### config.mk
export PLATFORM = sky130hd
export DESIGN_NAME = fsp_div
export DESIGN_NICKNAME = d
export VERILOG_FILES = /design/src/hdl/fsp_div.sv
export SDC_FILE = /design/constraint.sdc
export NUM_CORES = 1
export LEC_CHECK = 0
export BUFFER_PORTS_ARGS = -buffer_cell sky130_fd_sc_hd__buf_2
export CORE_MARGIN = 2
export CORE_UTILIZATION = 35
export CTS_BUF_LIST = sky130_fd_sc_hd__clkbuf_4 sky130_fd_sc_hd__clkbuf_8
export DETAILED_ROUTE_END_ITERATION = 8
export PLACE_DENSITY = 0.65
export SYNTH_ARGS = -nofsm -noshare
export SYNTH_HDL_FRONTEND = slang
export SYNTH_SLANG_ARGS = --single-unit
### constraint.sdc
create_clock -name clk_i -period 4 [get_ports clk_i]
set_input_delay 0.8 -clock clk_i [delete_from_list [all_inputs] [get_ports clk_i]]
set_output_delay 0.8 -clock clk_i [all_outputs]
set_load 0.05 [all_outputs]
### src/hdl/fsp_div.sv
`default_nettype none
// Restoring divider, one quotient bit per cycle.
module fsp_div (
  input  wire         clk_i,
  input  wire         rst_ni,
  input  wire         start_i,
  input  wire [63:0]  num_i,
  input  wire [63:0]  den_i,
  output logic        done_o,
  output logic [63:0] quo_o
);
  logic [63:0] rem_q, rem_d, quo_q, quo_d, den_q;
  logic [6:0]  cnt_q, cnt_d;
  logic        busy_q, busy_d;
  logic [64:0] trial;

  assign trial = {rem_q, quo_q[63]} - {1'b0, den_q};
  assign quo_o = quo_q;

  // shift in one bit and subtract when it fits
  always_comb begin
    rem_d = rem_q;
    quo_d = quo_q;
    cnt_d = cnt_q;
    busy_d = busy_q;
    done_o = 1'b0;
    if (start_i) begin
      rem_d = '0;
      quo_d = num_i;
      cnt_d = 7'd64;
      busy_d = 1'b1;
    end else if (busy_q) begin
      if (!trial[64]) begin
        rem_d = trial[63:0];
        quo_d = {quo_q[62:0], 1'b1};
      end else begin
        rem_d = {rem_q[62:0], quo_q[63]};
        quo_d = {quo_q[62:0], 1'b0};
      end
      cnt_d = cnt_q - 7'd1;
      if (cnt_q == 7'd1) begin
        busy_d = 1'b0;
      end
    end else begin
      done_o = (cnt_q == 7'd0) && !busy_q;
    end
  end

  always_ff @(posedge clk_i or negedge rst_ni) begin
    if (!rst_ni) begin
      busy_q <= 1'b0;
      cnt_q <= 7'd0;
    end else begin
      busy_q <= busy_d;
      cnt_q <= cnt_d;
    end
  end

  always_ff @(posedge clk_i) begin
    rem_q <= rem_d;
    quo_q <= quo_d;
    if (start_i) den_q <= den_i;
  end
endmodule
`default_nettype wire

==> results.cfg <==
[yosys]
synth_seq_cells = 200
synth_largest_area_cell = edfxtp_1
synth_area_um2 = 11930
ys_seq_area_frac = 0.4463
yosys.area.top_type_share = 0.3221
synth_cell_types = 76
synth_xor_area_frac = 0.04320
synth_ff_type = edfxtp_1
synth_area_leaders = edfxtp_1 (32%), dfxtp_1 (11%), ha_1 (6.9%), mux2_2 (6.0%), nand2_1 (4.8%)
synth_cells = 1219
synth_compound_area_frac = 0.1853
syn-num-nets = 1417
synth.avg_cell_area_um2 = 9.789
synth-adder-area-share = 0.07088
async_flop_share = 0.04000
synth_edf_count = 128
synth_top_family_by_area = compound AO/OA/AOI/OAI gates
yosys_warnings = 0
synthSimpleGateAreaFrac = 0.1444
yosys-mux-area-fraction = 0.06291

[die]
ioPinCount = 196
fp.coreArea_um2 = 33530
die_area_um2 = 35590
start_util = 0.3559
die_w_um = 188.6
rows = 67
fp.dieH_um = 188.6

[finish]
utilization = 0.4126
most-common-layout-cells = buf_2 (194), nand2_1 (152), edfxtp_1 (128), nor2_1 (96), inv_1 (76)
final_nets = 1589
mostFrequentLayoutCell = buf_2
area_growth_pct = 15.95
fin_cells = 1852
diodes = 0
drive_gt1_frac = 0.2400

[power]
p_leak_nw = 5.770
switchingPower_w = 0.003919
power_frac_seq = 0.342
cellPowerDensity_nw_per_um2 = 637.7
total_power_w = 0.008823
internal_power_w = 0.004904
netSwitchingFraction = 0.4442
clkPwrFrac = 0.156
irDropWorstVdd_uv = 343.8
p_comb_frac = 0.503

[routing]
drt_iter0_markers = 617
first_pass_iters = 5
viasPerCell = 5.280
vias = 9778
ant_nets = 0
wl_per_cell_um = 17.32
drcViolationCount = 0
wirelength_mm = 32.08

[worst_setup_path]
critPathArrivalTime_ns = 4.10
cp_max_fo = 33
reg2reg_to = rem_q[55]$_SDFFE_PP0P_
reg2reg_depth = 15
worstPathRequired_ns = 4.41
startpoint_type = flop
reg2reg_from = quo_o[63]$_DFFE_PP_
crit_chain = inv_1 -> ha_1 -> fa_1 -> nor2b_1 -> o31ai_1 -> a211o_1 -> a21oi_2 -> o21ai_2 -> a211oi_4 -> a311oi_4 -> xnor2_2 -> buf_12 -> buf_4 -> nand2_1 -> a311oi_1
rrSetupSlack_ns = 0.31
crit_path_end_kind = flop
critPathMaxStageDelay_ns = 0.41
slowest_stage = fa_1
path_class = reg2reg

[sta]
rsz0062_at_grt = true
setup_violations = 0
setup_tns_ns = 0
slew_violations = 0
post-route-period-util = 0.9222
max_clock_freq_ghz = 0.2711
fin_skew_ns = 0.01692
fin_crit_ns = 3.689
slew_headroom = 0.3648
hold_viol = 0
worstMarginPinSlew_ns = 0.9527

[run_status]
outcome = finished, final reports clean

[grt]
met3_usage = 0.05513
grt_usage = 0.1823
grt_max_degree = 97
overflow = 0
busiest_layer = met2
use_met1 = 0.2313
first_global_vias = 9697
antenna_found_initial = 2
grtUsageMet2 = 0.2989
grt_pass1_wl_mm = 51.12

[worst_hold_path]
min_path_type = in2async

[clocking]
path_clk_slew_ns = 0.12
cts_buffers = 17
tritoncts = yes
cts_hold_buf = 0
post_cts_buffers = 0
ctsLongestPathBuffers = 2
insertion_delay_ns = 0.50
h-tree-depth = 4
cts_sinks = 200
cts_resized = 0
cts_root_buffer = clkbuf_8

[job]
cap_viol_max_count = 0

[place]
gp_congestion = 0.9049
dpl.cell_count = 1820
port-buffer-count = 195
dp_hpwl_mm = 24.08
power groups by stage:
stage | sequential [W] | clock (W) | combinational (W)
floorplan | 0.00330 | 0 | 0.00302
CTS | 0.00302 | 0.00143 | 0.00441
finish | 0.00302 | 0.00137 | 0.00444
global route | 0.00308 | 0.00149 | 0.00491
global placement | 0.00305 | 0 | 0.00436
detailed placement | 0.00305 | 0 | 0.00440
per-layer routing:
layer	vias up	share of wire
met5	-	0.00044
met4	4	0.020
met3	38	0.081
met2	335	0.46
met1	4559	0.44
li1	4842	-
registers in the layout, summed over array words and instances, names as in the netlist:
register / cells
quo_o: 64
rem_q: 64
cnt_q: 7
den_q: 64
busy_q: 1
logic make-up (layout without fill, tap and decap cells):
| kind of cell | Yosys count | after routing |
|---|---|---|
| DFF | 200 | 200 |
| xor gates and xnor gates | 58 | 58 |
| muxes | 67 | 67 |
| adders and majority gates | 67 | 67 |
| and+or+nand+nor | 379 | 379 |
| buffers and inverters | 141 | 326 |
| AOI/OAI and AO/OA | 307 | 307 |
synth_stat cells, types with 23 or more instances:
library cell / count
o21ai_0: 46
nand2_1: 152
xor2_1: 23
mux2_2: 64
xnor2_1: 34
nand3_1: 31
nor2_1: 96
inv_1: 77
edfxtp_1: 128
nor3_1: 25
clkbuf_1: 44
a21oi_1: 75
ha_1: 66
a21o_1: 27
a311oi_1: 43
dfxtp_1: 64
critical path: cells and delay by family (launching register included):
kind | cells | cell delay [ns]
xor gates and xnor gates | 1 | 0.24
buffers and inverters | 3 | 0.50
and+or+nand+nor | 2 | 0.26
DFF | 1 | 0.39
adders and majority gates | 2 | 0.62
AOI/OAI and AO/OA | 7 | 1.54
metrics by stage:
stage	hold WS, ns	cell area, um2	worst slack (ns)
floorplan	0.4531	11930	0.3219
global placement	0.4806	13420	0.4171
detailed placement	0.4877	13420	0.2629
CTS	0.07647	13830	0.2161
global route	0.07765	13840	-0.001921
finish	0.1152	13840	0.3111
worst max-delay path by stage:
stage                   startpoint                      to  slack [ns]  depth (start not counted)
6_report       quo_o[63]$_DFFE_PP_  rem_q[55]$_SDFFE_PP0P_        0.31                         15
5_1_grt        quo_o[63]$_DFFE_PP_  rem_q[28]$_SDFFE_PP0P_      -0.002                         14
4_1_cts        quo_o[63]$_DFFE_PP_   rem_q[8]$_SDFFE_PP0P_        0.22                         14
3_5_place_dp   quo_o[63]$_DFFE_PP_   rem_q[8]$_SDFFE_PP0P_        0.26                         14
3_3_place_gp   den_q[26]$_DFFE_PP_  rem_q[53]$_SDFFE_PP0P_        0.42                         14
2_1_floorplan  quo_o[63]$_DFFE_PP_   rem_q[5]$_SDFFE_PP0P_        0.32                         14
cell type report:
| type | count | area, um2 |
|---|---|---|
| Clock inverter | 13 | 155.1 |
| Timing Repair Buffer | 216 | 1177 |
| Multi-Input combinational cell | 878 | 6075 |
| Sequential cell | 200 | 5326 |
| Fill cell | 3345 | 19700 |
| Clock buffer | 19 | 249.0 |
| Tap cell | 448 | 560.5 |
| Inverter | 78 | 292.8 |
Note: power is estimated with default switching activity, not from simulation.
